--- config.mk ---
export PLATFORM = sky130hd
export DESIGN_NAME = sorted_coo_to_compressed_sparse
export DESIGN_NICKNAME = d
export VERILOG_FILES = /design/src/hw/rtl/coo2cs_pkg.sv /design/src/hw/rtl/coo2cs_out_fifo.sv /design/src/hw/rtl/sorted_coo_to_compressed_sparse.sv
export SDC_FILE = /design/constraint.sdc
export NUM_CORES = 1
export LEC_CHECK = 0
export ABC_CLOCK_PERIOD_IN_PS = 4700
export BUFFER_PORTS_ARGS = -buffer_cell sky130_fd_sc_hd__buf_2
export CAP_MARGIN = 20
export CORE_ASPECT_RATIO = 0.8
export CORE_MARGIN = 2
export CORE_UTILIZATION = 35
export DETAILED_ROUTE_END_ITERATION = 8
export GPL_ROUTABILITY_DRIVEN = 0
export PLACE_DENSITY = 0.65
export SETUP_SLACK_MARGIN = 0.15
export SLEW_MARGIN = 20
export SYNTH_ARGS = -nofsm -noshare
export SYNTH_HDL_FRONTEND = slang
export SYNTH_HIERARCHICAL = 1
export SYNTH_SLANG_ARGS = --single-unit
--- constraint.sdc ---
create_clock -name clk -period 4.7 [get_ports clk]
set_clock_uncertainty 0.1 [all_clocks]
set_input_delay 0.705 -clock clk [delete_from_list [all_inputs] [get_ports clk]]
set_output_delay 0.705 -clock clk [all_outputs]
set_load 0.02 [all_outputs]
--- src/hw/rtl/coo2cs_pkg.sv ---
`timescale 1ns / 1ps

package coo2cs_pkg;

  localparam int IDX_W  = 12;
  localparam int POS_W  = 16;
  localparam int VAL_W  = 17;
  localparam int MCNT_W = 13;

  // Register index, taken from paddr[2]
  localparam logic REG_COLUMN_MAJOR = 1'b0;
  localparam logic REG_MAJOR_COUNT  = 1'b1;

  typedef enum logic {
    OP_ENTRY  = 1'b0,
    OP_FINISH = 1'b1
  } op_t;

  typedef enum logic [1:0] {
    KIND_RUN   = 2'd0,
    KIND_INDEX = 2'd1,
    KIND_DROP  = 2'd2
  } kind_t;

  typedef enum logic [1:0] {
    STATUS_OK    = 2'd0,
    STATUS_RANGE = 2'd1,
    STATUS_ORDER = 2'd2,
    STATUS_FULL  = 2'd3
  } status_t;

  typedef struct packed {
    kind_t              kind;
    logic [POS_W-1:0]   first_pos;
    logic [POS_W-1:0]   last_pos;
    logic [VAL_W-1:0]   value;
    status_t            status;
    logic               done_res;
  } result_t;

endpackage

--- src/hw/rtl/coo2cs_out_fifo.sv ---
`timescale 1ns / 1ps

module coo2cs_out_fifo
  import coo2cs_pkg::*;
(
  input  logic    clk,
  input  logic    rst,
  input  logic    push,
  input  result_t push_data,
  output logic    space,
  output logic    out_valid,
  input  logic    out_ready,
  output result_t out_data
);

  result_t    mem [0:1];
  logic       wr_ptr;
  logic       rd_ptr;
  logic [1:0] count;
  logic       pop;

  assign pop       = out_valid && out_ready;
  assign out_valid = (count != 2'd0);
  assign space     = (count != 2'd2);
  assign out_data  = mem[rd_ptr];

  always_ff @(posedge clk) begin
    if (push) begin
      mem[wr_ptr] <= push_data;
    end
  end

  always_ff @(posedge clk) begin
    if (rst) begin
      wr_ptr <= 1'b0;
      rd_ptr <= 1'b0;
      count  <= 2'd0;
    end else begin
      if (push) begin
        wr_ptr <= ~wr_ptr;
      end
      if (pop) begin
        rd_ptr <= ~rd_ptr;
      end
      unique case ({push, pop})
        2'b10:   count <= count + 2'd1;
        2'b01:   count <= count - 2'd1;
        default: count <= count;
      endcase
    end
  end

  a_no_overflow: assert property (@(posedge clk) disable iff (rst)
    push |-> (count != 2'd2 || pop))
    else $error("result queue overflow");

  a_fill: assert property (@(posedge clk) disable iff (rst)
    (push && !pop && count == 2'd1) |=> !space)
    else $error("result queue count lost a push");

  a_drain: assert property (@(posedge clk) disable iff (rst)
    (pop && !push && count == 2'd1) |=> !out_valid)
    else $error("result queue count lost a pop");

endmodule

--- src/hw/rtl/sorted_coo_to_compressed_sparse.sv ---
`timescale 1ns / 1ps

// Sorted coordinate list to compressed sparse pointers and indices.
// Input stream s_*: one request per entry (s_tuser = op, 0 entry, 1 finish),
// row and column in s_tdata. Output stream m_*: pointer runs, index entries
// and dropped-entry reports; m_tuser is the kind, m_tlast marks the last
// result of a request. APB port: register 0 column_major, register 1
// major_count, to be written by the user only while the stream is idle;
// the block itself does not enforce this. A request is held in the request
// register and its results pass through a two-entry output queue before
// they reach m_tvalid. The request register emits one result per cycle
// while the queue has space: one for an index-only entry, a drop or a
// finish, two (a pointer run, then the index entry) for an entry that
// opens a pointer run. A finish with no slot left to fill emits nothing.
// Reset clears the pointer slot and entry count, sets column_major to 0 and
// major_count to MAX_DIM. When the receiver stalls, the output queue fills,
// the request register holds and s_tready drops; nothing is lost.
module sorted_coo_to_compressed_sparse
  import coo2cs_pkg::*;
#(
  parameter int MAX_DIM = 4096,
  parameter int MAX_NNZ = 65536
) (
  input  logic                  clk,
  input  logic                  rst,
  input  logic                  s_tvalid,
  output logic                  s_tready,
  input  logic [23:0]           s_tdata,   // row_index[11:0], col_index[23:12]
  input  logic [0:0]            s_tuser,   // op[0]
  output logic                  m_tvalid,
  input  logic                  m_tready,
  output logic [55:0]           m_tdata,   // first_pos, last_pos, value, status, zero pad
  output logic [1:0]            m_tuser,   // kind[1:0]
  output logic                  m_tlast,   // done_res
  input  logic                  psel,
  input  logic                  penable,
  input  logic                  pwrite,
  input  logic [2:0]            paddr,
  input  logic [31:0]           pwdata,
  output logic [31:0]           prdata,
  output logic                  pready
);

  localparam int DIM_W  = $clog2(MAX_DIM + 1);
  localparam int SLOT_W = $clog2(((MAX_DIM < 4096) ? MAX_DIM : 4096) + 1);
  localparam int CNT_W  = $clog2(MAX_NNZ + 1);
  localparam logic [VAL_W-1:0] DIM_CAP = VAL_W'(MAX_DIM);

  // configuration
  logic              column_major;
  logic [MCNT_W-1:0] major_count;
  logic              major_dflt;
  logic              cfg_write;

  // request register
  logic              item_valid;
  op_t               item_op;
  logic [IDX_W-1:0]  item_row;
  logic [IDX_W-1:0]  item_col;

  // conversion state
  logic [SLOT_W-1:0] slot;
  logic [SLOT_W-1:0] slot_next;
  logic [CNT_W-1:0]  count;
  logic [CNT_W-1:0]  count_next;

  logic [DIM_W-1:0]  eff;
  logic [VAL_W-1:0]  mc_wide;
  logic [IDX_W-1:0]  major;
  logic [IDX_W-1:0]  minor;
  logic [VAL_W-1:0]  major_wide;
  logic [VAL_W-1:0]  slot_wide;
  logic [VAL_W-1:0]  eff_wide;
  status_t           status;
  result_t           res;
  result_t           out_res;
  logic              has_res;
  logic              last_res;
  logic              space;
  logic              fire;
  logic              advance;
  logic              complete;

  assign pready    = 1'b1;
  assign cfg_write = psel && penable && pwrite && pready;

  always_ff @(posedge clk) begin
    if (rst) begin
      column_major <= 1'b0;
      major_count  <= MCNT_W'(MAX_DIM);
      major_dflt   <= 1'b1;
    end else if (cfg_write) begin
      unique case (paddr[2])
        REG_COLUMN_MAJOR: column_major <= pwdata[0];
        REG_MAJOR_COUNT: begin
          major_count <= pwdata[MCNT_W-1:0];
          major_dflt  <= 1'b0;
        end
        default: column_major <= column_major;
      endcase
    end
  end

  always_comb begin
    unique case (paddr[2])
      REG_COLUMN_MAJOR: prdata = {31'd0, column_major};
      REG_MAJOR_COUNT:  prdata = {{(32 - MCNT_W){1'b0}}, major_count};
      default:          prdata = 32'd0;
    endcase
  end

  // effective major bound, saturated to MAX_DIM
  assign mc_wide = VAL_W'(major_count);
  assign eff     = major_dflt ? DIM_W'(MAX_DIM)
                              : DIM_W'((mc_wide > DIM_CAP) ? DIM_CAP : mc_wide);

  assign major      = column_major ? item_col : item_row;
  assign minor      = column_major ? item_row : item_col;
  assign major_wide = VAL_W'(major);
  assign slot_wide  = VAL_W'(slot);
  assign eff_wide   = VAL_W'(eff);

  always_comb begin
    priority if (major_wide >= eff_wide) begin
      status = STATUS_RANGE;
    end else if (slot != '0 && (major_wide + VAL_W'(1)) < slot_wide) begin
      status = STATUS_ORDER;
    end else if (count >= CNT_W'(MAX_NNZ)) begin
      status = STATUS_FULL;
    end else begin
      status = STATUS_OK;
    end
  end

  // One result per cycle while the output queue has space. A pointer run moves
  // slot past the major index, so the same request then yields its index entry.
  always_comb begin
    res        = '0;
    has_res    = 1'b0;
    last_res   = 1'b0;
    slot_next  = slot;
    count_next = count;
    if (item_op == OP_FINISH) begin
      has_res       = (slot_wide <= eff_wide);
      last_res      = 1'b1;
      res.kind      = KIND_RUN;
      res.first_pos = POS_W'(slot);
      res.last_pos  = POS_W'(eff);
      res.value     = VAL_W'(count);
      res.status    = STATUS_OK;
      res.done_res  = 1'b1;
      slot_next     = '0;
      count_next    = '0;
    end else if (status != STATUS_OK) begin
      has_res      = 1'b1;
      last_res     = 1'b1;
      res.kind     = KIND_DROP;
      res.status   = status;
      res.done_res = 1'b1;
    end else if (slot_wide <= major_wide) begin
      has_res       = 1'b1;
      res.kind      = KIND_RUN;
      res.first_pos = POS_W'(slot);
      res.last_pos  = POS_W'(major);
      res.value     = VAL_W'(count);
      res.status    = STATUS_OK;
      slot_next     = SLOT_W'(major_wide + VAL_W'(1));
    end else begin
      has_res       = 1'b1;
      last_res      = 1'b1;
      res.kind      = KIND_INDEX;
      res.first_pos = POS_W'(count);
      res.last_pos  = POS_W'(count);
      res.value     = VAL_W'(minor);
      res.status    = STATUS_OK;
      res.done_res  = 1'b1;
      count_next    = CNT_W'(count + CNT_W'(1));
    end
  end

  assign fire     = item_valid && has_res && space;
  assign advance  = item_valid && (fire || !has_res);
  assign complete = advance && last_res;
  assign s_tready = !item_valid || complete;

  always_ff @(posedge clk) begin
    if (s_tvalid && s_tready) begin
      item_op  <= op_t'(s_tuser[0]);
      item_row <= s_tdata[IDX_W-1:0];
      item_col <= s_tdata[2*IDX_W-1:IDX_W];
    end
  end

  always_ff @(posedge clk) begin
    if (rst) begin
      item_valid <= 1'b0;
      slot       <= '0;
      count      <= '0;
    end else begin
      if (s_tvalid && s_tready) begin
        item_valid <= 1'b1;
      end else if (complete) begin
        item_valid <= 1'b0;
      end
      if (advance) begin
        slot  <= slot_next;
        count <= count_next;
      end
    end
  end

  coo2cs_out_fifo u_out_fifo (
    .clk       (clk),
    .rst       (rst),
    .push      (fire),
    .push_data (res),
    .space     (space),
    .out_valid (m_tvalid),
    .out_ready (m_tready),
    .out_data  (out_res)
  );

  assign m_tdata = {5'd0, out_res.status, out_res.value, out_res.last_pos,
                    out_res.first_pos};
  assign m_tuser = out_res.kind;
  assign m_tlast = out_res.done_res;

  a_finish_clears: assert property (@(posedge clk) disable iff (rst)
    (complete && item_op == OP_FINISH) |=> (slot == '0 && count == '0))
    else $error("finish left conversion state behind");

  a_drop_keeps_state: assert property (@(posedge clk) disable iff (rst)
    (fire && res.kind == KIND_DROP) |=> ($stable(slot) && $stable(count)))
    else $error("dropped entry changed conversion state");

  a_drop_status: assert property (@(posedge clk) disable iff (rst)
    (fire && res.kind == KIND_DROP) |-> (res.status != STATUS_OK && res.done_res))
    else $error("dropped entry without status");

  a_slot_bound: assert property (@(posedge clk) disable iff (rst)
    slot_wide <= DIM_CAP)
    else $error("pointer slot beyond MAX_DIM");

endmodule
==> results.md, run 1 <==
- Fraction of registers with async set/reset: 0%
- Top_reg_cell synth: edfxtp_1
- Total power density per cell area: 410.7 nW/µm²
- Flip-flop and latch count after synthesis: 184
- Worst min-delay path class: input port to flop
- Post-Syn Area: 9318 µm²
- Number of detailed-routing iterations run before antenna repair: 5
- Actual transition at the worst max-transition pin: 793.3 ps
- Clock transition at path regs: 70 ps
- Row Count: 53
- Critical path fanouts, max: 5
- Die Height: 149.9 µm
- Post-Synthesis Cells: 817
- Critical path required time: 3890 ps
- Clock tree from TritonCTS: built
- Depth of the CTS H-tree: 4
- Achievable frequency: 221.6 MHz
- Detailed-route via count: 6770
- Top cells by instance count after synthesis: 133 x edfxtp_1, 78 x nand2_1, 59 x a21oi_1, 54 x ha_1, 54 x mux2_1
- Final period demand of the worst path: 4512 ps
- Via count of the first global-routing pass: 6388
- Final period utilization: 96.01%
- Most common cell in the synthesized netlist: edfxtp_1
- Number of nets still failing antenna checks after routing: 0
- Ports: 161
- Final routed DRC violation total: 0
- Placeable core region: 26190 µm²
- Sequential cell area in the final layout: 5020 µm²
- All-layer global routing usage: 17.10%
- Final cell utilization of the core: 43.00%
- Maximum root-to-sink buffer count: 2
- Post-DR vias/cell: 5.086
- Cell leakage power: 4.205 nW
- Count of pins over their slew limit: 0
- Capturing element type of the critical path: output pin
- Maximum vdd drop: 0.3511 mV
- Top post-synthesis cells by area: edfxtp_1 43%, dfxtp_1 11%, ha_1 7.3%
- Antenna violations before repair: 0
- Final layout net count: 1082
- DP HPWL: 17.27 mm
- Result of the run: finished clean
- Initial Util: 35.57%
- Average wire per cell in the routed design: 17.79 µm
- Input/output buffers: 114
- Share of final-layout standard cells stronger than drive strength 1: 23.61%
- Worst-case headroom to the max-slew limit: 47.12%
- Area of the die: 27950 µm²
- Worst R2R Start: column_major$_SDFFE_PP0P_
- Multi-input gate area: 4095 µm²
- Die width: 186.4 µm
- Critical Path Source: column_major$_SDFFE_PP0P_
- Kind of launch point of the worst setup path: flop
- Average cell area after synthesis: 11.40 µm²
- Cell taking the most area after synthesis: edfxtp_1
- Reported max-cap violation count: 0
- Clock insertion delay at the later pin of the skew report: 440 ps
- Global route overflow: 0
- Endpoint arrival time on the critical path: 3710 ps
- Wire length after detailed routing: 23.67 mm
- Number of buffers created by CTS: 17
- Final TNS setup: 0 ps
- Number of enable flip-flop cells after synthesis: 133
- Post-synth top area share: 42.86%
- Clock net sink count: 184
- CTS root buffer: clkbuf_16
- Number of synthesis warnings: 6
- Wire length of the first global-routing pass: 36.31 mm
- Count of unique library cells instantiated by Yosys: 59
- Diodes inserted: 0
- Kind of critical path: flop to output pin
- RSZ-0062 raised after global routing: yes
- Layout-stage area growth over the synthesis result: 20.88%
- Number of fill cells in the layout: 2488
- Startpoint of the tightest hold check path: s_tdata[10]
- Part of the Yosys area used for sequential elements: 53.82%
- Maximum number of pins on one net before global-route repair: 55
- Final setup violating endpoints: 0
- Number of hold violations in the final report: 0
- DRT iter0 DRCs: 596
-- worst max-delay path: stages, from the launching register on --
cell and delay [ps]:
dfxtp_4 370, buf_12 140, mux2i_4 190, inv_2 90, ha_4 130, and2_4 140, and2_4 170, nand3_2 150
nor3_2 240, xnor2_1 180, ha_1 310, a211oi_2 200, o21ai_1 120, a21o_1 190, nand3_2 100, nor3_1 50
buf_4 180, o21ai_4 180, buf_6 140
-- flip-flops by register name (all words and copies together), names as in the netlist, named ones only --
name	cells
u_out_fifo/mem	108
count	17
major_count	13
slot	13
item_col	12
item_row	12
u_out_fifo/count	2
column_major	1
item_op	1
item_valid	1
major_dflt	1
u_out_fifo/rd_ptr	1
u_out_fifo/wr_ptr	1
-- routing by layer --
metal | vias to the layer above | GRT usage [%] | part of all wire (%)
met5 | - | 0 | 0
met1 | 3253 | 24.77 | 48
met3 | 20 | 4.198 | 7.7
met2 | 256 | 25.35 | 43
li1 | 3241 | - | -
met4 | 0 | 4.640 | 1.2
-- final timing paths --
kind	to	slack [ps]	cells past startpoint
min reg2reg	major_count[7]$_SDFFE_PP0P_	400	2
max reg2reg	slot[6]$_SDFFE_PP0P_	430	22
max	s_tready	190	18
min	item_row[10]$_DFFE_PP_	340	1
-- cell type report --
cell class,count,share of cell area [%]
clock buffers,20,3.966
clock inverters,12,1.266
inverters,38,1.266
multi-input cells,561,36.36
flip-flops and latches,184,44.57
well taps,357,3.966
repair buffers,159,8.609
-- per-stage QoR --
| stage | cells | area [µm²] | hold slack, ps | setup WS (ps) | power, mW |
|---|---|---|---|---|---|
| floorplan | 840 | 9408 | 350.6 | 338.8 | 2.758 |
| global placement | 1289 | 10420 | 362.2 | 349.9 | 3.153 |
| detailed placement | 1289 | 10420 | 387.3 | 280.3 | 3.170 |
| CTS | 1324 | 11100 | 317.0 | 166.7 | 4.632 |
| global route | 1331 | 11260 | 324.6 | 23.32 | 4.833 |
| finish | 1331 | 11260 | 339.3 | 187.6 | 4.626 |
-- cells by family (layout without fill, tap and decap cells) --
group                      count (synthesis)  in the layout  share of synthesized area (%)
AOI/OAI and AO/OA                        142            142                          10.02
xor gates and xnor gates                  20             20                          1.880
adders and majority gates                 54             54                          7.251
buffers and inverters                     95            229                          4.928
DFF                                      184            184                          53.82
muxes                                     81             81                          9.480
other                                      2             25                        0.08060
and+or+nand+nor                          239            239                          12.54
-- power breakdown --
part / total (mW) / internal (mW) / switching [mW]
combinational: 1.18 / 0.446 / 0.731
sequential: 2.01 / 1.91 / 0.0984
clock: 1.44 / 0.807 / 0.636
-- layout by cell type, fill, tap and decap left out, types with 3 or more instances in the layout --
cell,netlist,final
nand2b_1,4,4
a221oi_1,8,8
nand4_1,11,11
mux2_1,54,54
buf_4,25,41
o211ai_1,3,3
mux2i_1,23,19
and2_2,1,3
conb_1,2,25
nand3b_1,11,11
edfxtp_1,133,133
dfxtp_1,51,49
nor3_2,0,3
o21ai_0,26,24
mux2_2,4,4
nor2_1,48,47
nand3_1,13,11
or3_1,10,10
buf_12,0,3
nand2_1,78,77
xnor2_1,18,16
inv_1,37,35
and2_1,25,21
buf_2,6,113
nor3_1,20,17
clkbuf_16,0,18
nor4_1,8,8
inv_2,1,3
a211oi_1,14,13
a21o_1,4,4
clkinv_4,0,3
nand3_2,1,3
a22o_1,6,6
a211o_1,3,3
a21oi_1,59,57
mux2i_4,0,3
ha_1,54,52
-- timing repair --
item                       4_1_cts  5_1_grt
pin swaps                        4        6
gates cloned                     0        1
setup endpoints to repair        1       27
resized for setup               16       18
buffers inserted                 3        6
hold buffers                     0        0
No activity file was read; power rests on OpenSTA's default activity.
==> run 2, diff against run 1 <==
Settings changed: CORE_UTILIZATION 35 to 45, CTS_CLUSTER_SIZE from default to 40, PLACE_DENSITY 0.65 to 0.78.
==> results.md, run 2 (same netlist as run 1, synthesis figures left out) <==
- Maximum vdd drop: 0.3077 mV (-12%)
- Total power density per cell area: 408.5 nW/µm² (-0.55%)
- RSZ-0062 raised after global routing: yes
- Worst-case setup margin in the final layout: 202.0 ps (+14.36 ps)
- Final routed DRC violation total: 0 (unchanged)
- Highest cell delay on the worst timing path: 380 ps (about the same)
- Number of hold violations in the final report: 0 (unchanged)
- Final layout net count: 1081 (-0.092%)
- Final setup violating endpoints: 0 (unchanged)
- Bufs and invs on worst path: 3 (-1)
- Final cell utilization of the core: 54.69% (+12 points)
- Row Count: 47 (-11%)
- Actual transition at the worst max-transition pin: 1052 ps (+258.3 ps)
- Total net switching power: 1.484 mW (+1.3%)
- Placeable core region: 20520 µm² (-22%)
- Number of instances on the worst hold path: 1 (unchanged)
- Number of buffers created by CTS: 17 (unchanged)
- Setup slack on the worst flop-to-flop path: 290 ps (-140 ps)
- CTS root buffer: clkbuf_16
- Worst min-delay path class: input port to flop
- Critical path required time: 3890 ps (about the same)
- Capturing element type of the critical path: output pin
- Cell count of the worst reg-to-reg path: 20 (-9.1%)
- Wire length after detailed routing: 23.06 mm (-2.6%)
- Count of pins over their slew limit: 0 (unchanged)
- Diodes inserted: 0 (unchanged)
- Post-DR vias/cell: 5.605 (+10%)
- Via count of the first global-routing pass: 6315 (-1.1%)
- Critical R2R Capture: u_out_fifo/mem[0][38]$_DFFE_PP_
- Worst-case headroom to the max-slew limit: 29.90% (-17 points)
- Final TNS setup: 0 ps (unchanged)
- Input/output buffers: 114 (unchanged)
- Kind of critical path: flop to output pin
- Depth of the CTS H-tree: 4 (unchanged)
- Final period utilization: 95.70% (-0.31 points)
- Number of detailed-routing iterations run before antenna repair: 5 (unchanged)
- Share of final-layout standard cells stronger than drive strength 1: 23.84% (+0.23 points)
- Clock insertion delay at the later pin of the skew report: 440 ps (about the same)
- DRT iter0 DRCs: 820 (+38%)
- Registers with the highest flip-flop counts: u_out_fifo/mem (108), count (17)
- Most frequent cells in the layout: 133 x edfxtp_1, 113 x buf_2, 78 x nand2_1
- Die width: 164.9 µm (-12%)
- Die Height: 132.7 µm (-11%)
- Worst hold slack after final layout: 341.3 ps (+1.943 ps)
- Cell leakage power: 4.229 nW (+0.56%)
- Clock tree from TritonCTS: built
- Critical path cell sequence: buf_12 > mux2i_4 > inv_2 > ha_4 > and2_4 > and2_4 > xnor2_4 > ha_4 > a211o_1 > o211ai_1 > o2111ai_1 > a21o_1 > nand3_4 > nor3_4 > o21ai_2 > buf_6
- Sw frac: 32.36% (+0.70 points)
- Number of hold-repair buffers added at the cts stage: 0 (unchanged)
- Initial Util: 45.40% (+9.8 points)
- Final period demand of the worst path: 4498 ps (-14.36 ps)
- Clock net sink count: 184 (unchanged)
- Result of the run: finished clean
- Worst R2R Start: column_major$_SDFFE_PP0P_
- Clock transition at path regs: 70 ps (about the same)
- Part of the power in combinational logic: 25.2% (-0.2 points)
- Kind of launch point of the worst setup path: flop
- Maximum root-to-sink buffer count: 2 (unchanged)
- Number of flip-flops under the largest register name: 108 (unchanged)
- Average wire per cell in the routed design: 18.56 µm (+4.4%)
- Maximum number of pins on one net before global-route repair: 55 (unchanged)
- Setup Slack @ Placement: 47.87 ps (-232.5 ps)
- Power share of the sequential group: 44.3% (+0.9 points)
- Antenna violations before repair: 1 (+1)
- Detailed-route via count: 6962 (+2.8%)
- Startpoint of the tightest hold check path: s_tdata[18]
- Critical path fanouts, max: 6 (+1)
- Largest register by flop count: u_out_fifo/mem
- Reported max-cap violation count: 0 (unchanged)
- All-layer global routing usage: 20.76% (+3.7 points)
- Wire length of the first global-routing pass: 34.44 mm (-5.1%)
- Endpoint arrival time on the critical path: 3690 ps (-20 ps)
- Most common cell after layout, fill and taps aside: edfxtp_1
- Number of nets still failing antenna checks after routing: 0 (unchanged)
- Layout-stage area growth over the synthesis result: 20.45%
- Number of fill cells in the layout: 1678 (-33%)
- Area of the die: 21880 µm² (-22%)
- Clock share of power: 30.5% (-0.7 points)
- P_int: 3.101 mW (-1.9%)
- DP HPWL: 16.07 mm (-7.0%)
- Master of the slowest instance on the critical path: dfxtp_4
- Crit-path leading delay family: compound AO/OA/AOI/OAI gates
- Global route overflow: 0 (unchanged)
- Terminating pin of the worst hold path: item_col[6]$_DFFE_PP_
- Ports: 161 (unchanged)
- Achievable frequency: 222.3 MHz (+0.32%)
-- run 2: cell count changes in the layout (fill, tap and decap cells not counted), sizes merged --
cell,delta
clkinvlp,+1
buf,-2
clkbuf,-3
bufbuf,+1
bufinv,-1
inv,+3
-- run 2: worst max path at each step --
stage                                      endpoint                       from  depth (start not counted)  slack, ps
floorplan                     item_col[0]$_DFFE_PP_  column_major$_SDFFE_PP0P_                         17        340
global placement    u_out_fifo/mem[1][38]$_DFFE_PP_  column_major$_SDFFE_PP0P_                         21        230
detailed placement            slot[10]$_SDFFE_PP0P_  column_major$_SDFFE_PP0P_                         20         50
CTS                                        s_tready  column_major$_SDFFE_PP0P_                         16        150
global route                               s_tready  column_major$_SDFFE_PP0P_                         16         70
finish                                     s_tready  column_major$_SDFFE_PP0P_                         16        200
-- run 2: timing repair --
| action | CTS | global route |
|---|---|---|
| cloned | 1 | 1 |
| pin swaps | 5 | 12 |
| gates resized for setup | 17 | 26 |
| buffers inserted | 5 | 11 |
| endpoints found under the setup margin | 49 | 24 |
-- run 2: metrics by stage --
| stage | cells | power, mW | area, µm² |
|---|---|---|---|
| 2_1_floorplan | 840 | 2.758 | 9408 |
| 4_1_cts | 1230 | 4.551 | 10950 |
| 6_report | 1242 | 4.584 | 11220 |
| 3_3_place_gp | 1192 | 3.115 | 10240 |
| 5_1_grt | 1242 | 4.781 | 11220 |
| 3_5_place_dp | 1192 | 3.141 | 10240 |
-- run 2: area by class of cell --
cell class              count  area [µm²]  area share (%)
clock buffers              17       425.4           3.790
multi-input cells         561        4154           37.01
inverters                  38       142.6           1.271
flip-flops and latches    184        5020           44.73
clock inverters            15       145.1           1.293
well taps                 269       336.6           2.999
repair buffers            158       999.7           8.907
-- run 2: power groups by stage --
stage          clock network [mW]  logic (mW)  registers [mW]
3_5_place_dp                    0        1.08            2.06
2_1_floorplan                   0       0.778            1.98
6_report                     1.40        1.16            2.03
4_1_cts                      1.42        1.11            2.03
5_1_grt                      1.48        1.25            2.05
3_3_place_gp                    0        1.06            2.05
-- run 2: layer usage --
metal  GRT usage [%]  wire length (µm)
met5               0                13
met4           5.217               444
met3           4.890              2311
met2           31.40             10320
met1           30.13              9967
==> run 3, diff against run 2 <==
Settings changed: CORE_UTILIZATION 45 to 50, PLACE_DENSITY 0.78 to 0.84.
==> results.md, run 3 (same netlist as run 1, synthesis figures left out) <==
- Terminating pin of the worst hold path: item_col[4]$_DFFE_PP_
- Final period utilization: 94.00% (-1.7 points)
- Setup slack on the worst flop-to-flop path: 450 ps (+160 ps)
- Startpoint of the tightest hold check path: s_tdata[16]
- Kind of critical path: flop to output pin
- Die Height: 126.1 µm (-5.0%)
- Count of pins over their slew limit: 0 (unchanged)
- Wire length of the first global-routing pass: 33.95 mm (-1.4%)
- Most frequent cells in the layout: 133 x edfxtp_1, 113 x buf_2, 78 x nand2_1
- Input/output buffers: 114 (unchanged)
- Worst min-delay path class: input port to flop
- Crit-path leading delay family: simple AND/OR/NAND/NOR gates
- Capturing element type of the critical path: output pin
- Worst-case headroom to the max-slew limit: 32.83% (+2.9 points)
- Clock net sink count: 184 (unchanged)
- Clock transition at path regs: 70 ps (about the same)
- Total net switching power: 1.449 mW (-2.4%)
- Number of instances on the worst hold path: 1 (unchanged)
- Clock share of power: 30.4% (about the same)
- Total instance count after detailed placement: 1181 (-0.92%)
- Diodes inserted: 0 (unchanged)
- Reported max-cap violation count: 0 (unchanged)
- Share of final-layout standard cells stronger than drive strength 1: 22.20% (-1.6 points)
- Critical R2R Capture: u_out_fifo/mem[0][38]$_DFFE_PP_
- Number of hold violations in the final report: 0 (unchanged)
- Maximum vdd drop: 0.3257 mV (+5.8%)
- Area of the die: 19750 µm² (-9.7%)
- Row Count: 44 (-6.4%)
- Critical path fanouts, max: 7 (+1)
- Initial Util: 51.13% (+5.7 points)
- Via count of the first global-routing pass: 6267 (-0.76%)
- Clock insertion delay at the later pin of the skew report: 430 ps (about the same)
- Power share of the sequential group: 44.6% (+0.3 points)
- Kind of launch point of the worst setup path: flop
- Ports: 161 (unchanged)
- Bufs and invs on worst path: 3 (unchanged)
- Die width: 156.6 µm (-5.0%)
- Worst R2R Start: column_major$_SDFFE_PP0P_
- Number of buffers created by CTS: 17 (unchanged)
- Master of the slowest instance on the critical path: dfxtp_4
- DRT iter0 DRCs: 664 (-19%)
- Cell count of the worst reg-to-reg path: 12 (-40%)
- RSZ-0062 raised after global routing: no
- Antenna violations before repair: 0 (-1)
- Final setup violating endpoints: 0 (unchanged)
- Final TNS setup: 0 ps (unchanged)
- Layout-stage area growth over the synthesis result: 17.60%
- Critical path required time: 3890 ps (about the same)
- Clock tree from TritonCTS: built
- Highest cell delay on the worst timing path: 370 ps (about the same)
- Most common cell after layout, fill and taps aside: edfxtp_1
- Placeable core region: 18220 µm² (-11%)
- Number of detailed-routing iterations run before antenna repair: 6 (+1)
- Actual transition at the worst max-transition pin: 1008 ps (-43.96 ps)
- Wire length after detailed routing: 22.07 mm (-4.3%)
- Detailed-route via count: 6828 (-1.9%)
- Average wire per cell in the routed design: 18.13 µm (-2.3%)
- Final total power: 4.527 mW (-1.2%)
- Total power density per cell area: 413.1 nW/µm² (+1.1%)
- Cell leakage power: 4.138 nW (-2.1%)
- Result of the run: finished clean
- Largest register by flop count: u_out_fifo/mem
- P_int: 3.079 mW (-0.71%)
- Part of the power in combinational logic: 25.0% (-0.2 points)
- All-layer global routing usage: 22.50% (+1.7 points)
- Critical path cell sequence: buf_4 > mux2i_1 > nor3_2 > and2_4 > nand3_1 > buf_4 > nor3_1 > ha_1 > nand4_1 > a21oi_1 > a21o_1 > nand3_4 > nor3_4 > o21ai_2 > buf_4
- Number of nets still failing antenna checks after routing: 0 (unchanged)
- Number of hold-repair buffers added at the cts stage: 0 (unchanged)
- Achievable frequency: 226.3 MHz (+1.8%)
- Endpoint arrival time on the critical path: 3610 ps (-80 ps)
- Global route overflow: 0 (unchanged)
- Registers with the highest flip-flop counts: u_out_fifo/mem (108), count (17)
- Number of flip-flops under the largest register name: 108 (unchanged)
- Depth of the CTS H-tree: 4 (unchanged)
- Final period demand of the worst path: 4418 ps (-79.99 ps)
- Maximum root-to-sink buffer count: 2 (unchanged)
- DP HPWL: 15.84 mm (-1.5%)
- Post-DR vias/cell: 5.611 (about the same)
- CTS root buffer: clkbuf_16
- Sw frac: 32.00% (-0.37 points)
- Final layout net count: 1072 (-0.83%)
- Final routed DRC violation total: 0 (unchanged)
- Number of standard cells in the final layout excluding fillers: 1217 (-2.0%)
- Maximum number of pins on one net before global-route repair: 55 (unchanged)
- Most common cell type on the critical path: buf_4
==> run 3: cell count changes in the layout (fill, tap and decap cells not counted), moves of 2 or more <==
cell / before / now
buf_4: 38 / 33
buf_12: 4 / 2
ha_1: 52 / 54
ha_4: 2 / 0
inv_1: 35 / 37
inv_2: 3 / 1
mux2i_2: 2 / 4
mux2i_4: 4 / 2
nand3_1: 11 / 13
nand3_4: 3 / 1
nor3_4: 3 / 1
xnor2_1: 14 / 16
==> run 3: layout make-up <==
| cell class | instances | area (µm²) |
|---|---|---|
| inverter | 38 | 142.6 |
| tap | 253 | 316.6 |
| clock inverter | 15 | 142.6 |
| timing repair buffer | 149 | 868.3 |
| fill | 1464 | 7264 |
| clock buffer | 17 | 425.4 |
| sequential | 184 | 5020 |
| multi-input combinational | 561 | 4043 |
==> run 3: how the worst max path moves through the flow <==
stage,from,end,slack [ps],cells after the start
after floorplan,column_major$_SDFFE_PP0P_,item_col[0]$_DFFE_PP_,340,17
after global placement,column_major$_SDFFE_PP0P_,s_tready,380,16
after detailed placement,column_major$_SDFFE_PP0P_,s_tready,300,16
after CTS,column_major$_SDFFE_PP0P_,s_tready,180,16
after global routing,column_major$_SDFFE_PP0P_,s_tready,140,16
final,column_major$_SDFFE_PP0P_,s_tready,280,15
==> run 3: power by group through the flow <==
stage | Sequential (mW) | Combinational (mW) | Clock [mW]
after global placement | 2.04 | 1.07 | 0
after CTS | 2.02 | 1.11 | 1.40
after detailed placement | 2.05 | 1.09 | 0
after floorplan | 1.98 | 0.778 | 0
final | 2.02 | 1.13 | 1.38
after global routing | 2.04 | 1.22 | 1.46
==> run 3: routing by layer <==
layer	share of wire (%)	wire length, µm	vias to the layer above	GRT usage (%)
met5	0	0	-	0
met4	2.3	517	0	7.663
met3	9.4	2069	50	4.955
met2	45	9939	353	33.58
met1	43	9541	3209	32.56
li1	-	-	3216	-
==> run 3: per-stage QoR <==
stage                     worst slack [ps]  cell area (µm²)  hold WS, ps  util [%]
final                                282.0            10960        338.9     60.13
after global routing                 138.8            10960        323.4     60.13
after CTS                            175.5            10860        327.9     59.62
after detailed placement             302.8            10240        363.7     56.21
after global placement               381.4            10240        357.4     56.21
after floorplan                      338.8             9408        350.6         -
==> run 3: timing repair <==
action	4_1_cts	5_1_grt
endpoints found under the setup margin	1	1
setup buffers	2	2
gates cloned	0	0
resized for setup	9	17
pin swaps	1	3
